===== config.mk =====
export PLATFORM = sky130hd
export DESIGN_NAME = terminal_key_cursor_tracker
export DESIGN_NICKNAME = d
export VERILOG_FILES = /design/src/sv/tkc_pkg.sv /design/src/sv/tkc_front.sv /design/src/sv/tkc_queue.sv /design/src/sv/tkc_back.sv /design/src/sv/terminal_key_cursor_tracker.sv
export SDC_FILE = /design/constraint.sdc
export NUM_CORES = 1
export LEC_CHECK = 0
export ABC_AREA = 1
export BUFFER_PORTS_ARGS = -buffer_cell sky130_fd_sc_hd__buf_2
export CORE_MARGIN = 4
export CORE_UTILIZATION = 45
export DETAILED_ROUTE_END_ITERATION = 16
export PLACE_DENSITY = 0.76
export SLEW_MARGIN = 20
export SYNTH_ARGS = -nofsm -noshare
export SYNTH_HDL_FRONTEND = slang
export SYNTH_HIERARCHICAL = 1
export SYNTH_SLANG_ARGS = --single-unit

===== constraint.sdc =====
create_clock -name i_clk -period 10.3 [get_ports i_clk]
set_clock_uncertainty 0.05 [all_clocks]
set_input_delay 2.06 -clock i_clk [delete_from_list [all_inputs] [get_ports i_clk]]
set_output_delay 2.06 -clock i_clk [all_outputs]
set_load 0.02 [all_outputs]

===== src/sv/tkc_pkg.sv =====
// Shared types, key codes and escape-sequence decoding for the terminal key cursor tracker.
package tkc_pkg;

    localparam int KEY_W     = 9;
    localparam int COL_W     = 10;
    localparam int ROW_W     = 16;
    localparam int CFG_IDX_W = 2;
    localparam int CFG_DAT_W = 16;

    typedef logic [KEY_W-1:0] t_key;
    typedef logic [7:0]       t_byte;

    // Register indexes on the configuration port.
    localparam logic [CFG_IDX_W-1:0] CFG_IDX_ROWS  = 2'd0;
    localparam logic [CFG_IDX_W-1:0] CFG_IDX_COLS  = 2'd1;
    localparam logic [CFG_IDX_W-1:0] CFG_IDX_LINES = 2'd2;

    localparam logic [COL_W-1:0] RESET_ROWS  = 10'd24;
    localparam logic [COL_W-1:0] RESET_COLS  = 10'd80;
    localparam logic [ROW_W-1:0] RESET_LINES = 16'd0;

    // Input operation codes.
    localparam logic OP_BYTE    = 1'b0;
    localparam logic OP_TIMEOUT = 1'b1;

    // Bytes of interest.
    localparam t_byte BYTE_ESC      = 8'h1b;
    localparam t_byte BYTE_LBRACKET = 8'h5b;
    localparam t_byte BYTE_O        = 8'h4f;
    localparam t_byte BYTE_TILDE    = 8'h7e;
    localparam t_byte BYTE_A        = 8'h41;
    localparam t_byte BYTE_B        = 8'h42;
    localparam t_byte BYTE_C        = 8'h43;
    localparam t_byte BYTE_D        = 8'h44;
    localparam t_byte BYTE_F        = 8'h46;
    localparam t_byte BYTE_H        = 8'h48;
    localparam t_byte BYTE_DIG_0    = 8'h30;
    localparam t_byte BYTE_DIG_1    = 8'h31;
    localparam t_byte BYTE_DIG_3    = 8'h33;
    localparam t_byte BYTE_DIG_4    = 8'h34;
    localparam t_byte BYTE_DIG_5    = 8'h35;
    localparam t_byte BYTE_DIG_6    = 8'h36;
    localparam t_byte BYTE_DIG_7    = 8'h37;
    localparam t_byte BYTE_DIG_8    = 8'h38;
    localparam t_byte BYTE_DIG_9    = 8'h39;

    // Key codes.
    localparam t_key KEY_ESC    = 9'd27;
    localparam t_key KEY_CTRL_Q = 9'h011;
    localparam t_key KEY_LEFT   = 9'd256;
    localparam t_key KEY_RIGHT  = 9'd257;
    localparam t_key KEY_UP     = 9'd258;
    localparam t_key KEY_DOWN   = 9'd259;
    localparam t_key KEY_DELETE = 9'd260;
    localparam t_key KEY_HOME   = 9'd261;
    localparam t_key KEY_END    = 9'd262;
    localparam t_key KEY_PGUP   = 9'd263;
    localparam t_key KEY_PGDN   = 9'd264;

    typedef enum logic [1:0] {
        PH_IDLE,
        PH_ESC,
        PH_FIRST,
        PH_DIGIT
    } t_phase;

    // A decoded key travelling from the parser into the queue.
    typedef struct packed {
        logic push;
        t_key key;
    } t_key_push;

    // Live configuration seen by the cursor unit.
    typedef struct packed {
        logic [COL_W-1:0] rows;
        logic [COL_W-1:0] cols;
        logic [ROW_W-1:0] lines;
    } t_cfg;

    function automatic t_key decode_two(input t_byte a, input t_byte b);
        t_key k;
        k = KEY_ESC;
        if (a == BYTE_LBRACKET) begin
            unique case (b)
                BYTE_A:  k = KEY_UP;
                BYTE_B:  k = KEY_DOWN;
                BYTE_C:  k = KEY_RIGHT;
                BYTE_D:  k = KEY_LEFT;
                BYTE_H:  k = KEY_HOME;
                BYTE_F:  k = KEY_END;
                default: k = KEY_ESC;
            endcase
        end else if (a == BYTE_O) begin
            if (b == BYTE_H) begin
                k = KEY_HOME;
            end else if (b == BYTE_F) begin
                k = KEY_END;
            end
        end
        return k;
    endfunction

    function automatic t_key decode_digit(input t_byte d);
        t_key k;
        unique case (d)
            BYTE_DIG_1: k = KEY_HOME;
            BYTE_DIG_3: k = KEY_DELETE;
            BYTE_DIG_4: k = KEY_END;
            BYTE_DIG_5: k = KEY_PGUP;
            BYTE_DIG_6: k = KEY_PGDN;
            BYTE_DIG_7: k = KEY_HOME;
            BYTE_DIG_8: k = KEY_END;
            default:    k = KEY_ESC;
        endcase
        return k;
    endfunction

endpackage


===== src/sv/tkc_front.sv =====
// Escape-sequence parser: classifies each accepted beat and pushes completed keys.
module tkc_front
    import tkc_pkg::*;
(
    input  logic      i_clk,
    input  logic      i_rst_n,
    input  logic      i_accept,
    input  logic      i_operation,
    input  t_byte     i_in_byte,
    output t_key_push o_push
);

    t_phase r_phase, n_phase;
    t_byte  r_first, n_first;
    t_byte  r_second, n_second;

    always_ff @(posedge i_clk) begin
        if (!i_rst_n) begin
            r_phase <= PH_IDLE;
        end else begin
            r_phase <= n_phase;
        end
        r_first  <= n_first;
        r_second <= n_second;
    end

    always_comb begin
        n_phase     = r_phase;
        n_first     = r_first;
        n_second    = r_second;
        o_push.push = 1'b0;
        o_push.key  = KEY_ESC;
        if (i_accept) begin
            if (i_operation == OP_TIMEOUT) begin
                // A timeout abandons any open sequence and yields ESC.
                if (r_phase != PH_IDLE) begin
                    n_phase     = PH_IDLE;
                    o_push.push = 1'b1;
                end
            end else begin
                unique case (r_phase)
                    PH_IDLE: begin
                        if (i_in_byte == BYTE_ESC) begin
                            n_phase = PH_ESC;
                        end else begin
                            o_push.push = 1'b1;
                            o_push.key  = KEY_W'(i_in_byte);
                        end
                    end
                    PH_ESC: begin
                        n_first = i_in_byte;
                        n_phase = PH_FIRST;
                    end
                    PH_FIRST: begin
                        n_second = i_in_byte;
                        if (r_first == BYTE_LBRACKET && i_in_byte >= BYTE_DIG_0
                            && i_in_byte <= BYTE_DIG_9) begin
                            n_phase = PH_DIGIT;
                        end else begin
                            n_phase     = PH_IDLE;
                            o_push.push = 1'b1;
                            o_push.key  = decode_two(r_first, i_in_byte);
                        end
                    end
                    PH_DIGIT: begin
                        n_phase     = PH_IDLE;
                        o_push.push = 1'b1;
                        o_push.key  = (i_in_byte == BYTE_TILDE) ? decode_digit(r_second)
                                                                 : KEY_ESC;
                    end
                    default: begin
                        n_phase = PH_IDLE;
                    end
                endcase
            end
        end
    end

endmodule


===== src/sv/tkc_queue.sv =====
// Short key queue between the parser and the cursor unit.
module tkc_queue
    import tkc_pkg::*;
#(
    parameter int DEPTH = 2
)
(
    input  logic      i_clk,
    input  logic      i_rst_n,
    input  t_key_push i_push,
    input  logic      i_pop,
    output logic      o_full,
    output logic      o_valid,
    output t_key      o_key
);

    localparam int AW = (DEPTH > 1) ? $clog2(DEPTH) : 1;
    localparam int CW = $clog2(DEPTH + 1);

    t_key          r_mem [DEPTH];
    logic [AW-1:0] r_wr_ptr, n_wr_ptr;
    logic [AW-1:0] r_rd_ptr, n_rd_ptr;
    logic [CW-1:0] r_count, n_count;
    logic          w_do_pop;

    assign o_full   = (r_count == CW'(DEPTH));
    assign o_valid  = (r_count != '0);
    assign o_key    = r_mem[r_rd_ptr];
    assign w_do_pop = i_pop && o_valid;

    always_comb begin
        n_wr_ptr = r_wr_ptr;
        n_rd_ptr = r_rd_ptr;
        if (i_push.push) begin
            n_wr_ptr = (r_wr_ptr == AW'(DEPTH - 1)) ? '0 : r_wr_ptr + 1'b1;
        end
        if (w_do_pop) begin
            n_rd_ptr = (r_rd_ptr == AW'(DEPTH - 1)) ? '0 : r_rd_ptr + 1'b1;
        end
        n_count = r_count + CW'(i_push.push) - CW'(w_do_pop);
    end

    always_ff @(posedge i_clk) begin
        if (!i_rst_n) begin
            r_wr_ptr <= '0;
            r_rd_ptr <= '0;
            r_count  <= '0;
        end else begin
            r_wr_ptr <= n_wr_ptr;
            r_rd_ptr <= n_rd_ptr;
            r_count  <= n_count;
        end
    end

    always_ff @(posedge i_clk) begin
        if (i_push.push) begin
            r_mem[r_wr_ptr] <= i_push.key;
        end
    end

endmodule


===== src/sv/tkc_back.sv =====
// Cursor unit: applies each key to the cursor and view, and holds the result register.
module tkc_back
    import tkc_pkg::*;
(
    input  logic             i_clk,
    input  logic             i_rst_n,
    input  t_cfg             i_cfg,
    input  logic             i_key_valid,
    input  t_key             i_key,
    output logic             o_pop,
    output logic             o_out_valid,
    input  logic             i_out_stall,
    output t_key             o_key_code,
    output logic             o_quit,
    output logic [COL_W-1:0] o_cursor_col,
    output logic [ROW_W-1:0] o_cursor_row,
    output logic [ROW_W-1:0] o_top_row
);

    logic [COL_W-1:0] r_col, n_col;
    logic [ROW_W-1:0] r_row, n_row;
    logic [ROW_W-1:0] r_top, n_top;
    logic             r_out_valid;
    t_key             r_key;
    logic             r_quit;

    logic [COL_W-1:0] w_rows;
    logic [COL_W-1:0] w_cols;
    logic [ROW_W-1:0] w_rows16;
    logic [ROW_W:0]   w_pgdn_sum;
    logic [ROW_W:0]   w_view_lim;
    logic [ROW_W-1:0] w_top_up;

    assign w_rows   = (i_cfg.rows == '0) ? COL_W'(1) : i_cfg.rows;
    assign w_cols   = (i_cfg.cols == '0) ? COL_W'(1) : i_cfg.cols;
    assign w_rows16 = ROW_W'(w_rows);

    // Take a key whenever the result register is free or being emptied.
    assign o_pop = i_key_valid && (!r_out_valid || !i_out_stall);

    always_comb begin
        n_col      = r_col;
        n_row      = r_row;
        w_pgdn_sum = {1'b0, r_row} + (ROW_W + 1)'(w_rows);
        unique case (i_key)
            KEY_LEFT: begin
                if (r_col != '0) n_col = r_col - 1'b1;
            end
            KEY_RIGHT: begin
                if (({1'b0, r_col} + 1'b1) < {1'b0, w_cols}) n_col = r_col + 1'b1;
            end
            KEY_UP: begin
                if (r_row != '0) n_row = r_row - 1'b1;
            end
            KEY_DOWN: begin
                if (r_row < i_cfg.lines) n_row = r_row + 1'b1;
            end
            KEY_HOME: begin
                n_col = '0;
            end
            KEY_END: begin
                n_col = w_cols - 1'b1;
            end
            KEY_PGUP: begin
                n_row = (r_row > w_rows16) ? r_row - w_rows16 : '0;
            end
            KEY_PGDN: begin
                if (r_row < i_cfg.lines) begin
                    n_row = (w_pgdn_sum > {1'b0, i_cfg.lines}) ? i_cfg.lines
                                                                : w_pgdn_sum[ROW_W-1:0];
                end
            end
            default: begin
            end
        endcase
        // Scroll so that the new row stays in view.
        w_top_up   = (n_row < r_top) ? n_row : r_top;
        w_view_lim = {1'b0, w_top_up} + (ROW_W + 1)'(w_rows);
        n_top      = ({1'b0, n_row} >= w_view_lim) ? n_row - w_rows16 + 1'b1 : w_top_up;
    end

    always_ff @(posedge i_clk) begin
        if (!i_rst_n) begin
            r_col       <= '0;
            r_row       <= '0;
            r_top       <= '0;
            r_out_valid <= 1'b0;
        end else begin
            if (o_pop) begin
                r_col <= n_col;
                r_row <= n_row;
                r_top <= n_top;
            end
            if (o_pop) begin
                r_out_valid <= 1'b1;
            end else if (!i_out_stall) begin
                r_out_valid <= 1'b0;
            end
        end
    end

    always_ff @(posedge i_clk) begin
        if (o_pop) begin
            r_key  <= i_key;
            r_quit <= (i_key == KEY_CTRL_Q);
        end
    end

    assign o_out_valid  = r_out_valid;
    assign o_key_code   = r_key;
    assign o_quit       = r_quit;
    assign o_cursor_col = r_col;
    assign o_cursor_row = r_row;
    assign o_top_row    = r_top;

endmodule


===== src/sv/terminal_key_cursor_tracker.sv =====
// Top level of the terminal key cursor tracker: parser, key queue and cursor unit.
//
//   Channel   Direction  Handshake                  Beat contents
//   input     in         i_in_valid / o_in_stall    i_operation, i_in_byte
//   result    out        o_out_valid / i_out_stall  o_key_code, o_quit, o_cursor_col,
//                                                   o_cursor_row, o_top_row
//   config    in         i_cfg_we                   i_cfg_index, i_cfg_data
//
// One input beat can be taken every cycle while the key queue has room. The parser classifies
// a beat in the cycle it is accepted and pushes any completed key into the queue at that
// edge; the cursor unit pops it once the result register is free or being emptied, and
// loads the outcome of that key into the result register as it pops it.
// The sustained rate is one beat per cycle while the result side does not stall.
// Reset is synchronous and active low; it empties the queue, returns the parser to idle,
// zeroes the cursor and view, and loads the register defaults (24 rows, 80 columns, 0 lines).
// A stall on the result side holds the result register; the queue then absorbs keys, and
// o_in_stall rises only once the queue is full.
module terminal_key_cursor_tracker
    import tkc_pkg::*;
#(
    parameter int QUEUE_DEPTH = 2
)
(
    input  logic                 i_clk,
    input  logic                 i_rst_n,
    input  logic                 i_in_valid,
    output logic                 o_in_stall,
    input  logic                 i_operation,
    input  logic [7:0]           i_in_byte,
    output logic                 o_out_valid,
    input  logic                 i_out_stall,
    output logic [KEY_W-1:0]     o_key_code,
    output logic                 o_quit,
    output logic [COL_W-1:0]     o_cursor_col,
    output logic [ROW_W-1:0]     o_cursor_row,
    output logic [ROW_W-1:0]     o_top_row,
    input  logic                 i_cfg_we,
    input  logic [CFG_IDX_W-1:0] i_cfg_index,
    input  logic [CFG_DAT_W-1:0] i_cfg_data
);

    t_cfg      r_cfg;
    t_key_push w_push;
    logic      w_accept;
    logic      w_q_full;
    logic      w_q_valid;
    t_key      w_q_key;
    logic      w_pop;
    logic [COL_W-1:0] w_rows_eff;

    // Configuration registers. Writes beyond the register list are ignored.
    always_ff @(posedge i_clk) begin
        if (!i_rst_n) begin
            r_cfg.rows  <= RESET_ROWS;
            r_cfg.cols  <= RESET_COLS;
            r_cfg.lines <= RESET_LINES;
        end else if (i_cfg_we) begin
            unique case (i_cfg_index)
                CFG_IDX_ROWS:  r_cfg.rows  <= i_cfg_data[COL_W-1:0];
                CFG_IDX_COLS:  r_cfg.cols  <= i_cfg_data[COL_W-1:0];
                CFG_IDX_LINES: r_cfg.lines <= i_cfg_data[ROW_W-1:0];
                default: begin
                end
            endcase
        end
    end

    // The input side only waits when the key queue has no room left.
    assign o_in_stall = w_q_full;
    assign w_accept   = i_in_valid && !w_q_full;

    tkc_front u_front (
        .i_clk       (i_clk),
        .i_rst_n     (i_rst_n),
        .i_accept    (w_accept),
        .i_operation (i_operation),
        .i_in_byte   (i_in_byte),
        .o_push      (w_push)
    );

    tkc_queue #(
        .DEPTH (QUEUE_DEPTH)
    ) u_queue (
        .i_clk   (i_clk),
        .i_rst_n (i_rst_n),
        .i_push  (w_push),
        .i_pop   (w_pop),
        .o_full  (w_q_full),
        .o_valid (w_q_valid),
        .o_key   (w_q_key)
    );

    tkc_back u_back (
        .i_clk        (i_clk),
        .i_rst_n      (i_rst_n),
        .i_cfg        (r_cfg),
        .i_key_valid  (w_q_valid),
        .i_key        (w_q_key),
        .o_pop        (w_pop),
        .o_out_valid  (o_out_valid),
        .i_out_stall  (i_out_stall),
        .o_key_code   (o_key_code),
        .o_quit       (o_quit),
        .o_cursor_col (o_cursor_col),
        .o_cursor_row (o_cursor_row),
        .o_top_row    (o_top_row)
    );

    assign w_rows_eff = (r_cfg.rows == '0) ? COL_W'(1) : r_cfg.rows;

    // The cursor row never lies above the first visible row.
    a_top_not_below_cursor: assert property (@(posedge i_clk) disable iff (!i_rst_n)
        o_out_valid |-> (o_top_row <= o_cursor_row))
        else $error("top row is below the cursor row");

    // The cursor row lies inside the visible window after scrolling.
    a_cursor_in_view: assert property (@(posedge i_clk) disable iff (!i_rst_n)
        o_out_valid |-> ((o_cursor_row - o_top_row) < ROW_W'(w_rows_eff)))
        else $error("cursor row is outside the visible window");

    // A Home key always leaves the cursor in the first column.
    a_home_col_zero: assert property (@(posedge i_clk) disable iff (!i_rst_n)
        (o_out_valid && o_key_code == KEY_HOME) |-> (o_cursor_col == '0))
        else $error("home key left the cursor away from column zero");

    // A full queue is never pushed.
    a_no_overflow: assert property (@(posedge i_clk) disable iff (!i_rst_n)
        (w_push.push && !w_pop) |-> !w_q_full)
        else $error("key pushed into a full queue");

endmodule


# == After elaboration in Yosys (flattened, before gate mapping) ==
# Memories as Yosys holds them, arrays and structs flattened. A register that Yosys moved wholly into a read port is not among the register bits.
# Index checks and enable logic that the tools add are counted.
# totals
out_inout_bits,54
input_bits,32
reg_bits,111
ram_bits,18
mem_count,1
# op_classes
addsub,15
n_eq_ne,37
magnitude_cmp,8
bitwise_logic,1
mux,40
n_reduce_logical,27
# mem_list
memory,words,width,rd,rd_clocked_by_memory_dff,wr,line_no,source
u_queue.r_mem,2,9,1,1,1,tkc_queue.sv:20,t_key r_mem [DEPTH];
# op_table
operator,count
two-way mux 16 bit,7
== test 8 x 7 -> 1 bit (second input constant),9
== test 9 bit (second input constant),8
two-way mux 10 bit,7
one-hot mux 16 bit (4 select lines),1
== test 8 x 6 -> 1 bit (second input constant),7
two-way mux 9 bit,6
one-hot mux 9 bit (6 select lines),1
one-hot mux 9 bit (5 select lines),1
one-hot mux 10 bit (4 select lines),1
adder 16 x 10 -> 17 bit,2
adder 16 x 1 -> 16 bit (second input constant),2
less-than comparator 16 bit,2
subtractor 16 x 10 -> 16 bit,2
one-hot mux 10 bit (3 select lines),1
zero test 10 bit,2
subtractor 10 x 1 -> 10 bit (second input constant),2
greater-or-equal comparator 16 x 17 -> 1 bit,1
greater-than comparator 17 x 16 -> 1 bit,1
greater-than comparator 16 x 10 -> 1 bit,1
nonzero test 16 bit,1
subtractor 16 x 1 -> 16 bit (second input constant),1
adder 10 x 1 -> 11 bit (second input constant),1
less-than comparator 11 x 10 -> 1 bit,1
other kinds (27),60

# == Logic depth before layout (Yosys ltp) ==
# logic_depth
ltp_word,12
mapped_depth,73
ltp_nobuf,69

# == By module ==
# Netlist, hierarchy kept.
# modules_own_cells
module,area_per_inst_um2,cells_per_inst,n_inst,seq_area_each_um2
tkc_back,8655.8,1304,1,1161.1
terminal_key_cursor_tracker,1539.0,227,1,720.7
tkc_front,1318.8,187,1,520.5
tkc_queue,924.6,64,1,640.6

# == Least setup slack after synthesis ==
# Ideal clock, no wire load.
# synth_path
path_type,register -> register
startpoint,reg r_cfg[32] (netlist bit)
endpoint,"reg u_back.r_top[10], in the netlist u_back/o_top_row[10]"
arrival_ps,9915
setup_slack_ps,193
required_ps,10108
stages_incl_launch_ff,65
n_path_buf,3
period_less_slack_ps,10107
setup_ps,142
path_cell_list,dfxtp_1 > nor4_1 > a41oi_1 > inv_1 > ha_1 > inv_1 > fa_1 > o31ai_2 > nand2_1 > nand2_1 > a21oi_2 > xor2_1 > inv_1 > ha_1 > inv_1 > nor3_1 > nand2_1 > nand2_1 > [29 not listed] > nor2_1 > o21bai_1 > nand2_1 > nand2_1 > a21oi_1 > nand3b_4 > nor2_4 > nand2_1 > xor2_1 > ha_1 > nand2_1 > inv_1 > nand4_1 > o31ai_1 > clkbuf_1 > nand3_1 > nand3_2 > a21oi_2
# synth_via
elab_chain_len,12
elab_cells_between_ends,17
classes_between,add/sub (5); order compare (4); mux (7); reduce/logical (1)
# synth_rtl
item,line_no,source
start: declaration,terminal_key_cursor_tracker.sv:42,t_cfg r_cfg;
zero test 10 bit,-,
two-way mux 10 bit *,tkc_back.sv:34,assign w_rows = (i_cfg.rows == '0) ? COL_W'(1) : i_cfg.rows;
adder 16 x 10 -> 17 bit,tkc_back.sv:44,"w_pgdn_sum = {1'b0, r_row} + (ROW_W + 1)'(w_rows);"
greater-than comparator 17 x 16 -> 1 bit,tkc_back.sv:69,"n_row = (w_pgdn_sum > {1'b0, i_cfg.lines}) ? i_cfg.lines"
two-way mux 16 bit,tkc_back.sv:69,
two-way mux 16 bit,tkc_back.sv:68,if (r_row < i_cfg.lines) begin
one-hot mux 16 bit (4 select lines) *,tkc_back.sv:45,unique case (i_key)
named net u_back.n_row[9],tkc_back.sv:21,"logic [ROW_W-1:0] r_row, n_row;"
less-than comparator 16 bit,tkc_back.sv:77,w_top_up = (n_row < r_top) ? n_row : r_top;
two-way mux 16 bit,tkc_back.sv:77,
adder 16 x 10 -> 17 bit,tkc_back.sv:78,"w_view_lim = {1'b0, w_top_up} + (ROW_W + 1)'(w_rows);"
greater-or-equal comparator 16 x 17 -> 1 bit,tkc_back.sv:79,"n_top = ({1'b0, n_row} >= w_view_lim) ? n_row - w_rows16 + 1'b1 : w_top_up;"
two-way mux 16 bit *,tkc_back.sv:79,
end signal: assignment,tkc_back.sv:92,r_top <= n_top;
end: declaration,tkc_back.sv:22,"logic [ROW_W-1:0] r_top, n_top;"
# Mark *: on every way through the listed nets, which the timed path passes. The rest lies on a longest branch.
# A chain may end at the register's enable or synchronous reset.

# == Worst setup path after layout ==
# layout_path
startpoint,reg r_cfg[33] (netlist bit)
endpoint,"reg u_back.r_top[10], in the netlist u_back/o_top_row[10]"
# Same word-level chain as after synthesis.

==> impl_summary.md <==
CTS
The clock passes through at most 2 buffers. The hold buffer count at cts is 0. The number of CTS-inserted buffers is 17. In this run the number of H-tree levels came out at 4.

The worst-skew pair later-pin latency is 430 ps. After clock tree synthesis, the clock-pin slew on the worst setup and hold paths is 60 ps. The CTS tree is done. The number of clock sinks is 130.

The CTS root buffer is sky130_fd_sc_hd__clkbuf_16.

Floorplanning
The die outline area is 30400 µm². The total area inside the core boundary comes to 27100 µm². After floorplanning, the core was divided into 60 placement rows. The overall die width is 174 µm. The initial core utilization is 45.9%. The count of pins on the block boundary is 86. Measured along the y axis, the die boundary spans 174 µm.

Min path
The count of cells along the worst hold path is 2. The min-delay analysis places its worst path in the category reg2reg. The hold path startpoint is u_back/o_top_row[7]. The end of the worst hold path is u_back/o_top_row[7].

Yosys
The share of the synthesized area in compound gates (AO/OA/AOI/OAI) is 16.6%. The main combinational cell family by area after synthesis is simple AND/OR/NAND/NOR gates. In the post-synthesis netlist, the cell with the most instances is sky130_fd_sc_hd__nand2_1.

In this run, distinct cell masters in the synthesized netlist total 68. The synthesized netlist devotes 28.1% of its cell area to simple gates. The area of the mapped netlist is 12400 µm².

Summing the areas of all fa, ha and maj instances in the mapped netlist gives 13.9% of the synthesized area. During synthesis, Yosys emitted a total of 6 warnings. The cell taking the most area after synthesis is sky130_fd_sc_hd__dfxtp_1.

The total nets after synthesis is 1950. The number of synthesized flops with an enable pin is 44. The fraction of synthesized cell area taken by the top area cell type is 13.8%. Sequential cells were found to cover 24.5% of the synthesized design area. Counting instances in the post-synthesis netlist gives the leading cell types as 315 x sky130_fd_sc_hd__nand2_1, 289 x sky130_fd_sc_hd__inv_1, 172 x sky130_fd_sc_hd__nor2_1, 143 x sky130_fd_sc_hd__a21oi_1, 132 x sky130_fd_sc_hd__ha_1. A synthesized cell averages 6.98 µm².

In the post-synthesis netlist, the biggest area contributors are sky130_fd_sc_hd__dfxtp_1 14%, sky130_fd_sc_hd__ha_1 13%, sky130_fd_sc_hd__edfxtp_1 11%. Synthesis produced a netlist whose cell count is 1782. Of the post-synthesis cell area, the part taken by muxes is 1.09%. After synthesis the netlist holds a flip-flop and latch count of 130. The synthesized netlist devotes 4.15% of its cell area to XOR and XNOR gates.

The post-synthesis async set-or-reset flop share is 0%. The leading register cell type out of synthesis is sky130_fd_sc_hd__dfxtp_1.

Detailed routing
For this block, the initial DRC count from the detailed router was 1174. In the routed design, unresolved DRC markers number 0. In the routed layout, each cell is associated on average with a via count of 5.47. The first detailed-routing pass ran for 6 iterations. The final route contains 12417 vias. The final layout contains routed wiring with a total length of 38.3 mm. In the final routed layout, each cell accounts on average for 16.8 µm. The count of nets left with antenna violations once routing finished came out at 0.

Global routing
The largest net degree at the start of global routing is 55. The first global-routing pass estimated 60.2 mm of wire. For this run, the total global-route usage over all layers was measured as 24.4%. The number of global-route vias before repair is 11588. The number of antenna violations at the first check in global routing is 0. The total congestion overflow is 0.

Layout
Compared with the post-synthesis result, the final layout area differs by 13.7%. The post-layout net count is 2055. The proportion of layout cells with a drive suffix above 1 is 16.8%. 0 antenna diodes ended up in the layout. The filler cells instantiated in the layout total 2598.

STA
The number of failing hold endpoints at the final stage is 0. The count of pins over their slew limit is 0. The worst path needs 9660 ps of the cycle, external delays included.

The slew of the pin with the lowest slew margin is 949 ps. The post-route clock period utilization is 93.8%. The top achievable clock speed is 104 MHz. For the final routed database, the setup TNS stands at 0 ps. Hold timing on the final database bottoms out at a slack of 440 ps.

The setup violation total in the final timing report is 0. The normalized max-slew margin is 36.2%.

Critical path
Of all nets on the critical path, the largest fanout is 11. The arrival time of the worst setup path is 9970 ps. In this run the critical register-to-register path is captured at u_back/o_top_row[10]. The critical path is of the reg2reg type. STA puts the critical path data required time at 10610 ps. The startpoint type of the worst setup path is a flop. For this design, the slowest cell found on the critical path is sky130_fd_sc_hd__fa_1.

On the worst path, the slowest cell contributes a delay of 430 ps. The cell that appears most often on the critical path is sky130_fd_sc_hd__nand2_1. The worst register-to-register path begins at r_cfg[33].

STA classifies the critical path endpoint as a flop. The length in cells of the worst reg-to-reg path is 64. The setup check on the worst reg-to-reg path leaves a slack of 640 ps.

Placement
Detailed placement ended at an HPWL of 29.6 mm. Port buffering added 85 buffers. The congestion estimate from routability-driven global placement came to 1.04.

Pwr
In this run the power density over the cells is 391 nW/µm². The static leakage is 6.96 nW. The total power is 5.53 mW. The maximum VDD drop is 0.000209 V.

Outcome
The flow ran to the end, and the final reports show no timing, DRC or antenna violations.

Flow run
The count of max-cap constraint violations is 0.
power breakdown:
| group | leakage (nW) | internal (mW) | switching, mW |
|---|---|---|---|
| Clock | 0.269 | 0.335 | 0.241 |
| Sequential | 1.10 | 0.642 | 0.107 |
| Combinational | 5.59 | 1.51 | 2.69 |
| Total | 6.96 | 2.49 | 3.04 |
layout make-up:
type / count / area, µm² / share of cell area [%]
inverters: 309 / 1170 / 8.26
repair buffers: 138 / 840 / 5.94
well taps: 372 / 465 / 3.29
multi-input cells: 1291 / 8070 / 57.0
clock buffers: 20 / 479 / 3.39
clock inverters: 12 / 80.1 / 0.566
flip-flops and latches: 130 / 3040 / 21.5
worst max path at each step:
stage                           endpoint  cells after the start      start  slack, ps
CTS                  u_back/o_top_row[0]                     62  r_cfg[32]         30
finish              u_back/o_top_row[10]                     64  r_cfg[33]        640
global placement     u_back/o_top_row[0]                     62  r_cfg[32]        360
floorplan           u_back/o_top_row[10]                     64  r_cfg[32]        190
detailed placement   u_back/o_top_row[0]                     63  r_cfg[32]        120
global route         u_back/o_top_row[3]                     64  r_cfg[33]        -60
sequential cells by signal (all words and copies together), names as in the netlist, named ones only:
signal,count
r_cfg,36
u_back/o_cursor_col,10
u_back/o_cursor_row,16
u_back/o_key_code,9
u_back/o_out_valid,1
u_back/o_quit,1
u_back/o_top_row,16
u_front/r_first,8
u_front/r_phase,2
u_front/r_second,8
u_queue/r_count,2
u_queue/r_mem,18
u_queue/r_rd_ptr,1
u_queue/r_wr_ptr,1
metrics by stage:
stage | setup WS, ps | utilization [%] | area, µm² | std cells
final | 639 | 52.2 | 14100 | 2272
after global placement | 357 | 49.3 | 13400 | 2227
after global routing | -60.4 | 52.2 | 14100 | 2272
after CTS | 27.1 | 51.3 | 13900 | 2259
after detailed placement | 123 | 49.3 | 13400 | 2227
after floorplan | 193 | - | 12400 | 1782
cell families after synthesis:
kind of cell,after synthesis
AO/OA/AOI/OAI,347
XOR/XNOR,59
adder cells (fa/ha/maj),136
buffers and inverters,362
flip-flops,130
multiplexers,9
AND/OR/NAND/NOR,739
worst max-delay path: cells and delay by family, from the launching register on:
kind | cells | cell delay, ps
flops | 1 | 370
fa+ha+maj | 6 | 1800
buf+inv | 8 | 1120
simple gates | 29 | 2820
xor+xnor | 1 | 200
compound gates | 20 | 3210
placed cells by master, fill, tap and decap left out, types with 31 or more instances in the layout:
cell / netlist / final
sky130_fd_sc_hd__inv_1: 289 / 287
sky130_fd_sc_hd__buf_4: 5 / 51
sky130_fd_sc_hd__nor3_1: 34 / 31
sky130_fd_sc_hd__ha_1: 132 / 132
sky130_fd_sc_hd__nor2_1: 172 / 171
sky130_fd_sc_hd__xor2_1: 49 / 49
sky130_fd_sc_hd__a21oi_1: 143 / 140
sky130_fd_sc_hd__dfxtp_1: 86 / 86
sky130_fd_sc_hd__o21ai_0: 92 / 83
sky130_fd_sc_hd__buf_2: 9 / 85
sky130_fd_sc_hd__nand3_1: 104 / 104
sky130_fd_sc_hd__edfxtp_1: 44 / 44
sky130_fd_sc_hd__nand2_1: 315 / 313
routing by layer:
metal / wire length [µm] / GRT usage [%] / vias up / share of wire (%)
li1: - / - / 6106 / -
met1: 15800 / 29.3 / 5709 / 41
met2: 18400 / 42.4 / 503 / 48
met3: 2650 / 4.59 / 99 / 6.9
met4: 1470 / 10.5 / 0 / 3.8
met5: 0 / 0 / - / 0
timing repair:
action / CTS / global route
endpoints found under the setup margin: 0 / 16
gates resized for setup: 0 / 35
setup buffers: 0 / 12
No activity file was read; power rests on OpenSTA's default activity.
